===== src/rtl/zbfs_pkg.sv =====
package zbfs_pkg;

	localparam int PADDR_W = 3;
	localparam int PDATA_W = 32;
	localparam int CFG_W   = 9;

	typedef enum logic [1:0] {
		OP_CLEAR = 2'd0,
		OP_PUT   = 2'd1,
		OP_GET   = 2'd2,
		OP_NONE  = 2'd3
	} op_t;

	typedef enum logic [1:0] {
		STS_OK       = 2'd0,
		STS_BOUNDS   = 2'd1,
		STS_HIDDEN   = 2'd2,
		STS_NEGATIVE = 2'd3
	} status_t;

	typedef struct packed {
		op_t                operation;
		logic signed [15:0] pixel_x;
		logic signed [15:0] pixel_y;
		logic signed [15:0] red_in;
		logic signed [15:0] green_in;
		logic signed [15:0] blue_in;
		logic signed [15:0] alpha_in;
		logic signed [31:0] depth_in;
	} item_t;

	typedef struct packed {
		status_t            status;
		logic [11:0]        red_out;
		logic [11:0]        green_out;
		logic [11:0]        blue_out;
		logic signed [15:0] alpha_out;
		logic [30:0]        depth_out;
	} result_t;

	// one stored pixel: colour, alpha and depth in a single memory word
	typedef struct packed {
		logic [11:0] red;
		logic [11:0] green;
		logic [11:0] blue;
		logic [15:0] alpha;
		logic [30:0] depth;
	} pixel_t;

	localparam pixel_t BG_PIXEL = '{
		red:   12'(127 << 4),
		green: 12'(111 << 4),
		blue:  12'(95 << 4),
		alpha: 16'd1,
		depth: 31'h7FFF_FFFF
	};

	localparam logic [11:0] COLOUR_MAX = 12'd4095;

	// clear sweep control from the sequencer to the pixel pipeline
	typedef struct packed {
		logic busy;
		logic done;
	} clr_ctl_t;

endpackage


===== src/rtl/zbfs_cfg.sv =====
module zbfs_cfg #(
	parameter int MAX_WIDTH  = 256,
	parameter int MAX_HEIGHT = 256,
	localparam int WW = $clog2(MAX_WIDTH + 1),
	localparam int HW = $clog2(MAX_HEIGHT + 1)
) (
	input  logic                          clk,
	input  logic                          arst_n,
	input  logic                          psel,
	input  logic                          penable,
	input  logic                          pwrite,
	input  logic [zbfs_pkg::PADDR_W-1:0]  paddr,
	input  logic [zbfs_pkg::PDATA_W-1:0]  pwdata,
	output logic [zbfs_pkg::PDATA_W-1:0]  prdata,
	output logic                          pready,
	output logic [WW-1:0]                 active_width,
	output logic [HW-1:0]                 active_height
);

	localparam logic REG_WIDTH  = 1'b0;
	localparam logic REG_HEIGHT = 1'b1;

	logic [zbfs_pkg::CFG_W-1:0] width_q;
	logic [zbfs_pkg::CFG_W-1:0] height_q;
	logic                       wr_en;

	assign pready = 1'b1;
	assign wr_en  = psel && penable && pwrite;

	always_ff @(posedge clk or negedge arst_n) begin
		if (!arst_n) begin
			width_q  <= zbfs_pkg::CFG_W'(256);
			height_q <= zbfs_pkg::CFG_W'(256);
		end else if (wr_en) begin
			unique case (paddr[2])
				REG_WIDTH:  width_q  <= pwdata[zbfs_pkg::CFG_W-1:0];
				REG_HEIGHT: height_q <= pwdata[zbfs_pkg::CFG_W-1:0];
			endcase
		end
	end

	always_comb begin
		unique case (paddr[2])
			REG_WIDTH:  prdata = zbfs_pkg::PDATA_W'(width_q);
			REG_HEIGHT: prdata = zbfs_pkg::PDATA_W'(height_q);
		endcase
	end

	// zero acts as one, anything beyond the store acts as its maximum
	always_comb begin
		if (width_q == '0)
			active_width = WW'(1);
		else if (32'(width_q) > 32'(MAX_WIDTH))
			active_width = WW'(MAX_WIDTH);
		else
			active_width = WW'(width_q);

		if (height_q == '0)
			active_height = HW'(1);
		else if (32'(height_q) > 32'(MAX_HEIGHT))
			active_height = HW'(MAX_HEIGHT);
		else
			active_height = HW'(height_q);
	end

endmodule


===== config.mk =====
export PLATFORM = sky130hd
export DESIGN_NAME = zbfs_cfg
export DESIGN_NICKNAME = d
export VERILOG_FILES = /design/src/rtl/zbfs_pkg.sv /design/src/rtl/zbfs_cfg.sv
export SDC_FILE = /design/constraint.sdc
export NUM_CORES = 1
export LEC_CHECK = 0
export CAP_MARGIN = 10
export CORE_ASPECT_RATIO = 0.75
export CORE_MARGIN = 4
export CORE_UTILIZATION = 60
export CTS_CLUSTER_SIZE = 25
export DETAILED_ROUTE_END_ITERATION = 16
export DONT_BUFFER_PORTS = 1
export GPL_ROUTABILITY_DRIVEN = 0
export PLACE_DENSITY = 0.72
export SKIP_CTS_REPAIR_TIMING = 1
export SYNTH_ARGS = -nofsm -noshare
export SYNTH_HDL_FRONTEND = slang
export SYNTH_SLANG_ARGS = --single-unit
export TNS_END_PERCENT = 5

===== constraint.sdc =====
create_clock -name clk -period 1.3 [get_ports clk]
set_input_delay 0.26 -clock clk [delete_from_list [all_inputs] [get_ports clk]]
set_output_delay 0.26 -clock clk [all_outputs]
set_load 0.01 [all_outputs]

==> results of run 1 <==
==> critical path, cell delays in order (launching register included) <==
cell	delay, ns
dfrtp_1	0.40
or4_4	0.57
o22ai_4	0.17
==> metal layers <==
metal / vias up / share of wire, % / GRT usage [%]
li1: 326 / - / -
met1: 339 / 41 / 22.2
met2: 41 / 47 / 30.1
met3: 4 / 10 / 6.52
met4: 0 / 1.2 / 6.94
met5: - / 0 / 0
==> layout make-up <==
type,count,area [um^2]
timing repair buffer,18,183
multi-input combinational,74,629
sequential,18,453
inverter,2,7.51
clock buffer,4,26.3
fill,124,447
tap,22,27.5
==> cells by family after synthesis <==
group           count (synthesis)  synth area share (%)
buf+inv                        31                  18.1
mux                            26                  25.6
simple gates                   21                  14.5
flops                          18                  39.6
compound gates                  3                  1.53
other cells                     2                 0.656
==> metrics by stage <==
stage	TNS, ns	instances	hold WS (ns)	worst slack [ns]
4_1_cts	-2.91	136	-0.377	-0.413
5_1_grt	-3.01	138	0.0827	-0.443
2_1_floorplan	-0.00682	123	-0.0356	-0.00398
3_5_place_dp	-0.116	132	-0.0353	-0.0618
3_3_place_gp	-0.116	132	-0.0352	-0.0593
6_report	-2.14	138	0.100	-0.405
==> power groups by stage <==
stage	Clock [uW]	Combinational [uW]	Sequential, uW
after floorplan	0	537	768
after global routing	319	946	791
final	289	876	776
after detailed placement	0	726	764
after CTS	303	728	752
after global placement	0	715	759
==> worst paths after layout <==
check                                     endpoint                    start  slack (ns)
max in group asynchronous   width_q[0]$_DFFE_PN0P_                   arst_n        0.33
min in group asynchronous  height_q[7]$_DFFE_PN0P_                   arst_n        0.47
setup / recovery                  active_height[0]  height_q[1]$_DFFE_PN0P_       -0.40
hold reg to reg             width_q[0]$_DFFE_PN0P_   width_q[0]$_DFFE_PN0P_        0.51
setup reg to reg           height_q[1]$_DFFE_PN0P_  height_q[1]$_DFFE_PN0P_        0.30
hold / removal             height_q[1]$_DFFE_PN0P_                pwdata[1]         0.1
==> registers in the layout (all words and copies together), names as in the netlist <==
| name | cells |
|---|---|
| width_q | 9 |
| height_q | 9 |
==> cells in the final DEF, fill, tap and decap left out, types with 3 or more instances in the layout <==
cell type / n
conb_1: 24
mux2_2: 18
dfrtp_1: 16
nor2b_1: 12
mux2_4: 8
buf_6: 8
buf_4: 7
clkbuf_4: 3
==> flow_metrics.tcl, run 1 <==
set metrics [dict create \
    status "finished, violations left" \
    violations "negative setup slack" \
    placed_area_um2 1190 \
    portBuffers 0 \
    antenna_cells 0 \
    cts.sinks 18 \
    yosysUniqueCellTypes 15 \
    dr.pass1.iters 4 \
    power_frac_comb_pct 45.1 \
    row_count 13 \
    worstSetupPathType "reg -> out" \
    yosysSeqAreaShare_pct 39.6 \
    timing.max_cap.violations 0 \
    period_share_pct 131 \
    slew_headroom_pct 47.6 \
    numCtsBuffers 3 \
    synthMostInstantiatedCell "mux2_2" \
    end_kind "output port" \
    cts.clk_slew.worst_paths_ns 0.10 \
    ios 91 \
    netlist_top_cells_count "mux2_2, buf_4, dfrtp_1, nor2b_1" \
    p_int_uw 1290 \
    max_freq_mhz 587 \
    synth_top_cell_by_area "dfrtp_1" \
    cts_tree "built" \
    coreArea_um2 1770 \
    ant_nets 0 \
    clock_skew_ns 0 \
    hold_class "in -> reg" \
    synth_area_um2 1140 \
    yosysWarnings 0 \
    min_period_ns 1.70 \
    grt_usage_pct 18.3 \
    clkLatencyLatePin_ns 0.29 \
    synth_edf_count 0 \
    switching_share_pct 33.7 \
    arrival_ns 1.44 \
    holdPathStages 1 \
    synthArstFlopShare_pct 100 \
    drc 0 \
    clockPowerShare_pct 14.9 \
    rsz0062_at_grt "true" \
    rr_worst_depth 3 \
    num_vias 710 \
    dieArea_um2 2680 \
    wl_mm 2.37 \
    drt_iter0_drc 7 \
    fin_nets 157 \
    htreeDepth 1 \
    crit_path_start_kind "flip-flop" \
    finalSetupViolCount 24 \
    fin_ws_ns -0.405 \
    areaGrowthSynthToFinish_pct 15.8 \
    vias_per_cell 5.14 \
    antenna_found_initial 0 \
    synth_seq_cells 18 \
    dp_hpwl_mm 1.77 \
    seqPwrFrac_pct 40.0 \
    die_x_um 58.4 \
    max-clock-path-buffers 2 \
    synthTopCellsByArea "dfrtp_1, mux2_2, buf_4, nor2b_1, dfstp_2" \
    root_buffer "clkbuf_4" \
    p_per_area_nw_per_um2 1460 \
    tightest_slew_ns 0.784 \
    p_leak_uw 0.000633 \
    grt_pass1_vias 711 \
    peakVddDrop_mv 0.964 \
    total_power_uw 1940 \
    grt_max_degree 19 \
    path_max_fanout 2 \
    critPathRequiredTime_ns 1.04 \
    fin_area_um2 1330 \
    drv_slew 0 \
    grt_overflow 0 \
    syn-instance-count 101 \
    start_util_pct 64.6 \
    drive_gt1_share_pct 48.3 \
    hold_violations 0 \
    avgSynthCellArea_um2 11.3 \
    fin_util_pct 74.8 \
    p_sw_uw 654 \
    synth_top_area_share_pct 35.0 \
    grt_pass1_wl_mm 3.42 \
    synth_ff_type "dfrtp_1" \
    post_drt_wl_per_cell_um 17.2 \
    die-height_um 45.8 \
]
No activity file was read; power rests on OpenSTA's default activity.
==> run 2, diff against run 1 <==
--- a/config.mk
+++ b/config.mk
@@ -14,7 +14,6 @@
 export DONT_BUFFER_PORTS = 1
 export GPL_ROUTABILITY_DRIVEN = 0
 export PLACE_DENSITY = 0.72
-export SKIP_CTS_REPAIR_TIMING = 1
 export SYNTH_ARGS = -nofsm -noshare
 export SYNTH_HDL_FRONTEND = slang
 export SYNTH_SLANG_ARGS = --single-unit
==> run 2 against run 1 <==
The flow still finishes with violations (negative setup slack). Maximum frequency up 1.2%. Setup slack better by 0.020 ns. Combinational power up 1%. Critical path depth unchanged. Design area up 0.57%. Largest power group unchanged.
==> flow_metrics.tcl, run 2 (synthesis results as in run 1) <==
set metrics [dict create \
    grt_overflow 0 \
    holdPathStages 1 \
    status "finished, violations left" \
    ant_nets 0 \
    root_buffer "clkbuf_4" \
    worstSetupPathType "reg -> out" \
    row_count 13 \
    rr_worst_depth 3 \
    reg2reg_to "height_q[1]$_DFFE_PN0P_" \
    rr_startpoint "height_q[1]$_DFFE_PN0P_" \
    slew_headroom_pct 47.8 \
    dp_hpwl_mm 1.77 \
    grt_usage_pct 19.3 \
    hold_class "in -> reg" \
    cts_tree "built" \
    numCtsBuffers 3 \
    die_x_um 58.4 \
    fin_nets 157 \
    peakVddDrop_mv 0.942 \
    wl_met2_mm 1.13 \
    max_freq_mhz 593 \
    clkLatencyLatePin_ns 0.29 \
    critPathRequiredTime_ns 1.04 \
    drc 0 \
    grt_pass1_vias 739 \
    crit_path_start_kind "flip-flop" \
    rsz0062_at_grt "true" \
    grt_max_degree 19 \
    hold_violations 0 \
    fin_ws_ns -0.385 \
    crit_family "simple AND/OR/NAND/NOR gates" \
    violations "negative setup slack" \
    start_util_pct 64.6 \
    mostFrequentLayoutCell "conb_1" \
    wl_met3_um 286 \
    wl_mm 2.37 \
    whs_endpoint "height_q[5]$_DFFE_PN0P_" \
    final-instance-count-excl-fill 138 \
    grt_pass1_wl_mm 3.59 \
    critPathBufInv 0 \
    crit_path_cell_trace "or4_4, o22ai_2" \
    worst_path_largest_cell_delay_ns 0.54 \
    antenna_found_initial 0 \
    routed.top_layer "met4" \
    min_from "pwdata[5]" \
    antenna_cells 0 \
    p_leak_uw 0.000635 \
    dieArea_um2 2680 \
    final_cell_mix "conb_1, mux2_2, dfrtp_1, nor2b_1, buf_6" \
    end_kind "output port" \
    wl_met1_um 922 \
    portBuffers 0 \
    cts.sinks 18 \
    path_max_fanout 2 \
    clock_skew_ns 0 \
    drv_slew 0 \
    drive_gt1_share_pct 49.1 \
    arrival_ns 1.43 \
    vias_per_cell 5.26 \
    total_power_uw 1950 \
    cts.clk_slew.worst_paths_ns 0.10 \
    tightest_slew_ns 0.781 \
    post_drt_wl_per_cell_um 17.2 \
    crit_slowest_cell "or4_4" \
    ios 91 \
    dr.pass1.iters 4 \
    max-clock-path-buffers 2 \
    coreArea_um2 1770 \
    drt_iter0_drc 21 \
    areaGrowthSynthToFinish_pct 16.5 \
    reg_top3 "height_q x9, width_q x9" \
    placedCellCount 132 \
    p_per_area_nw_per_um2 1460 \
    finalSetupViolCount 24 \
    min_period_ns 1.69 \
    timing.max_cap.violations 0 \
    period_share_pct 130 \
    num_vias 726 \
    htreeDepth 1 \
    die-height_um 45.8 \
    rrSetupSlack_ns 0.32 \
]
==> run 2: changes by cell type in the layout (fill, tap and decap cells not counted) <==
cell	previous run	this run
or4_4	2	3
or4_1	2	1
buf_6	8	9
buf_4	7	6
==> run 2: worst max path at each step <==
| stage | from | to | slack (ns) | depth (start not counted) |
|---|---|---|---|---|
| floorplan | width_q[7]$_DFFE_PN0P_ | active_width[0] | -0.004 | 2 |
| global placement | height_q[5]$_DFFE_PN0P_ | active_height[0] | -0.06 | 2 |
| detailed placement | height_q[5]$_DFFE_PN0P_ | active_height[0] | -0.06 | 2 |
| CTS | height_q[5]$_DFFE_PN0P_ | active_height[0] | -0.40 | 2 |
| global route | height_q[1]$_DFFE_PN0P_ | active_height[0] | -0.42 | 2 |
| finish | width_q[2]$_DFFE_PN0P_ | active_width[0] | -0.39 | 2 |
==> run 2: what timing repair did <==
item | CTS | global route
setup buffers | 0 | 1
setup endpoints to repair | 25 | 24
hold endpoints to repair | 18 | 0
pin swaps | 1 | 3
gates resized for setup | 20 | 8
hold buffers | 1 | 0
==> run 2: power breakdown <==
part           switching (uW)  leakage [uW]  internal, uW
Clock                     166     0.0000150           120
Combinational             407      0.000407           482
Sequential               82.0      0.000213           694
Total                     655      0.000635          1290
==> run 2: stage by stage <==
stage	util, %	TNS [ns]	setup slack (ns)	hold slack, ns	cell area [um^2]
finish	75.2	-2.01	-0.385	0.101	1330
floorplan	-	-0.00682	-0.00398	-0.0356	1240
global placement	67.0	-0.116	-0.0593	-0.0352	1190
CTS	73.3	-2.22	-0.397	0.0872	1300
detailed placement	67.0	-0.116	-0.0618	-0.0353	1190
global route	75.2	-3.04	-0.420	0.0827	1330
==> run 2: worst reg2reg max path: cells and delay by family, from the launching register on <==
kind	cells	cell delay, ns
buf+inv	2	0.25
flops	1	0.39
mux	1	0.25
==> run 2: area by class of cell <==
| cell class | instances | area, um^2 |
|---|---|---|
| clock buffers | 4 | 26.3 |
| fillers | 124 | 439 |
| inverters | 2 | 7.51 |
| multi-input cells | 74 | 633 |
| flip-flops and latches | 18 | 453 |
| well taps | 22 | 27.5 |
| repair buffers | 18 | 186 |
==> run 2: metal layers <==
metal	GRT usage, %	vias to the layer above
met5	0	-
met4	6.94	0
met3	7.37	4
met2	31.8	43
met1	23.1	353
li1	-	326
==> run 3, diff against run 2 <==
==> constraint.sdc (replaced) <==
create_clock -name clk -period 1.3 [get_ports clk]
set_input_delay 0.065 -clock clk [delete_from_list [all_inputs] [get_ports clk]]
set_output_delay 0.065 -clock clk [all_outputs]
set_load 0.01 [all_outputs]
==> run 3 against run 2 <==
The flow still finishes with violations (negative setup slack). First-iteration DRC count fell by 4.8%. Critical path depth up 1. Clock-buffer cell count decreased by 1. Critical path type unchanged. Highest routed layer is now met3.
==> flow_metrics.tcl, run 3 (synthesis results as in run 1) <==
set metrics [dict create \
    die_x_um 58.4 \
    die-height_um 45.8 \
    final_cell_mix "mux2_2, conb_1, dfrtp_1, nor2b_1, dlygate4sd3_1" \
    end_kind "output port" \
    fin_setup_tns_ns -0.423 \
    dp_hpwl_mm 1.71 \
    reg2reg_to "height_q[5]$_DFFE_PN0P_" \
    max_freq_mhz 649 \
    grt_overflow 0 \
    drive_gt1_share_pct 41.9 \
    crit_slowest_cell "or4_4" \
    vias_per_cell 5.14 \
    coreArea_um2 1770 \
    critPathBufInv 1 \
    violations "negative setup slack" \
    grt_pass1_vias 724 \
    rsz0062_at_grt "true" \
    fin_ws_ns -0.240 \
    post_drt_wl_per_cell_um 17.5 \
    finalSetupViolCount 2 \
    fin_nets 159 \
    ff_latch_area_um2 453 \
    rr_startpoint "height_q[5]$_DFFE_PN0P_" \
    clkLatencyLatePin_ns 0.29 \
    worst_hold_slack_ns 0.0991 \
    timing.max_cap.violations 0 \
    root_buffer "clkbuf_4" \
    row_count 13 \
    critPathRequiredTime_ns 1.24 \
    cts.sinks 18 \
    fill_cells 130 \
    rrSetupSlack_ns 0.28 \
    clock_skew_ns 0 \
    rr_worst_depth 3 \
    crit_family "simple AND/OR/NAND/NOR gates" \
    numCtsBuffers 3 \
    peakVddDrop_mv 1.16 \
    dieArea_um2 2680 \
    grt_usage_pct 18.9 \
    htreeDepth 1 \
    min_period_ns 1.54 \
    grtUsageMet1_pct 23.7 \
    ant_nets 0 \
    max-clock-path-buffers 2 \
    min_from "paddr[2]" \
    arrival_ns 1.47 \
    worst_path_largest_cell_delay_ns 0.55 \
    grt_use_met2_pct 32.1 \
    slew_headroom_pct 44.9 \
    grtUsageMet3_pct 7.93 \
    antenna_found_initial 0 \
    p_leak_uw 0.000600 \
    drc 0 \
    hold_violations 0 \
    wl_mm 2.43 \
    start_util_pct 64.6 \
    top_usage_layer "met2" \
    grt_max_degree 19 \
    grt_pass1_wl_mm 3.71 \
    drt_iter0_drc 20 \
    crit_path_cell_trace "or4_4, o22ai_2, buf_4" \
    areaGrowthSynthToFinish_pct 13.8 \
    hold_class "in -> reg" \
    multi_input_comb_area_um2 609 \
    cts_tree "built" \
    drv_slew 0 \
    p_per_area_nw_per_um2 1380 \
    holdPathStages 2 \
    dr.pass1.iters 4 \
    cts.clk_slew.worst_paths_ns 0.09 \
    crit_path_start_kind "flip-flop" \
    reg_top3 "height_q x9, width_q x9" \
    whs_endpoint "height_q[6]$_DFFE_PN0P_" \
    antenna_cells 0 \
    portBuffers 0 \
    num_vias 714 \
    ios 91 \
    status "finished, violations left" \
    period_share_pct 118 \
    path_max_fanout 2 \
    tightest_slew_ns 0.824 \
    worstSetupPathType "reg -> out" \
]
==> run 3: changes by cell type in the layout (fill, tap and decap cells not counted), sizes merged <==
| cell | delta |
|---|---|
| clkbuf | -1 |
| dlygate4sd3 | +9 |
| buf | -7 |
==> run 3: stage by stage <==
| stage | cells | worst slack, ns | instance area [um^2] | total power [uW] | util (%) |
|---|---|---|---|---|---|
| floorplan | 123 | 0.135 | 1230 | 1290 | - |
| global placement | 124 | 0.0266 | 1110 | 1380 | 62.9 |
| detailed placement | 124 | 0.0265 | 1110 | 1390 | 62.9 |
| CTS | 137 | -0.237 | 1260 | 1730 | 70.9 |
| global route | 139 | -0.313 | 1300 | 1920 | 73.5 |
| finish | 139 | -0.240 | 1300 | 1800 | 73.5 |
==> run 3: worst register-to-register path: cells and delay by family, from the launching register on <==
family	cells	cell delay, ns
buffers and inverters	2	0.27
multiplexers	1	0.25
flip-flops	1	0.40
==> run 3: layer usage <==
metal  up-vias  part of all wire [%]
li1        328                     -
met1       347                    41
met2        39                    49
met3         0                   9.8
met4         0                     0
met5         -                     0
==> run 3: cell type report <==
class | count | area share (%)
timing repair buffer | 20 | 14.0
multi-input combinational | 74 | 46.8
inverter | 2 | 0.576
clock buffer | 3 | 1.73
tap | 22 | 2.11
sequential | 18 | 34.8
==> run 3: what timing repair did <==
action | CTS | global route
endpoints found under the setup margin | 2 | 3
hold buffers | 10 | 0
buffers inserted | 0 | 2
endpoints found under the hold margin | 36 | 0
gates resized for setup | 4 | 7
pin swaps | 4 | 1
==> run 3: where the power goes <==
part	leakage, uW	switching, uW	internal, uW
sequential	0.000213	97.9	693
combinational	0.000373	371	368
clock	0.0000138	161	108
total	0.000600	630	1170
==> run 3: worst max-delay path by stage <==
stage / startpoint / to / cells after the start
floorplan: width_q[2]$_DFFE_PN0P_ / active_width[0] / 2
global placement: height_q[6]$_DFFE_PN0P_ / active_height[0] / 3
detailed placement: height_q[6]$_DFFE_PN0P_ / active_height[0] / 3
CTS: height_q[2]$_DFFE_PN0P_ / active_height[0] / 3
global route: height_q[5]$_DFFE_PN0P_ / active_height[0] / 3
finish: height_q[5]$_DFFE_PN0P_ / active_height[0] / 3
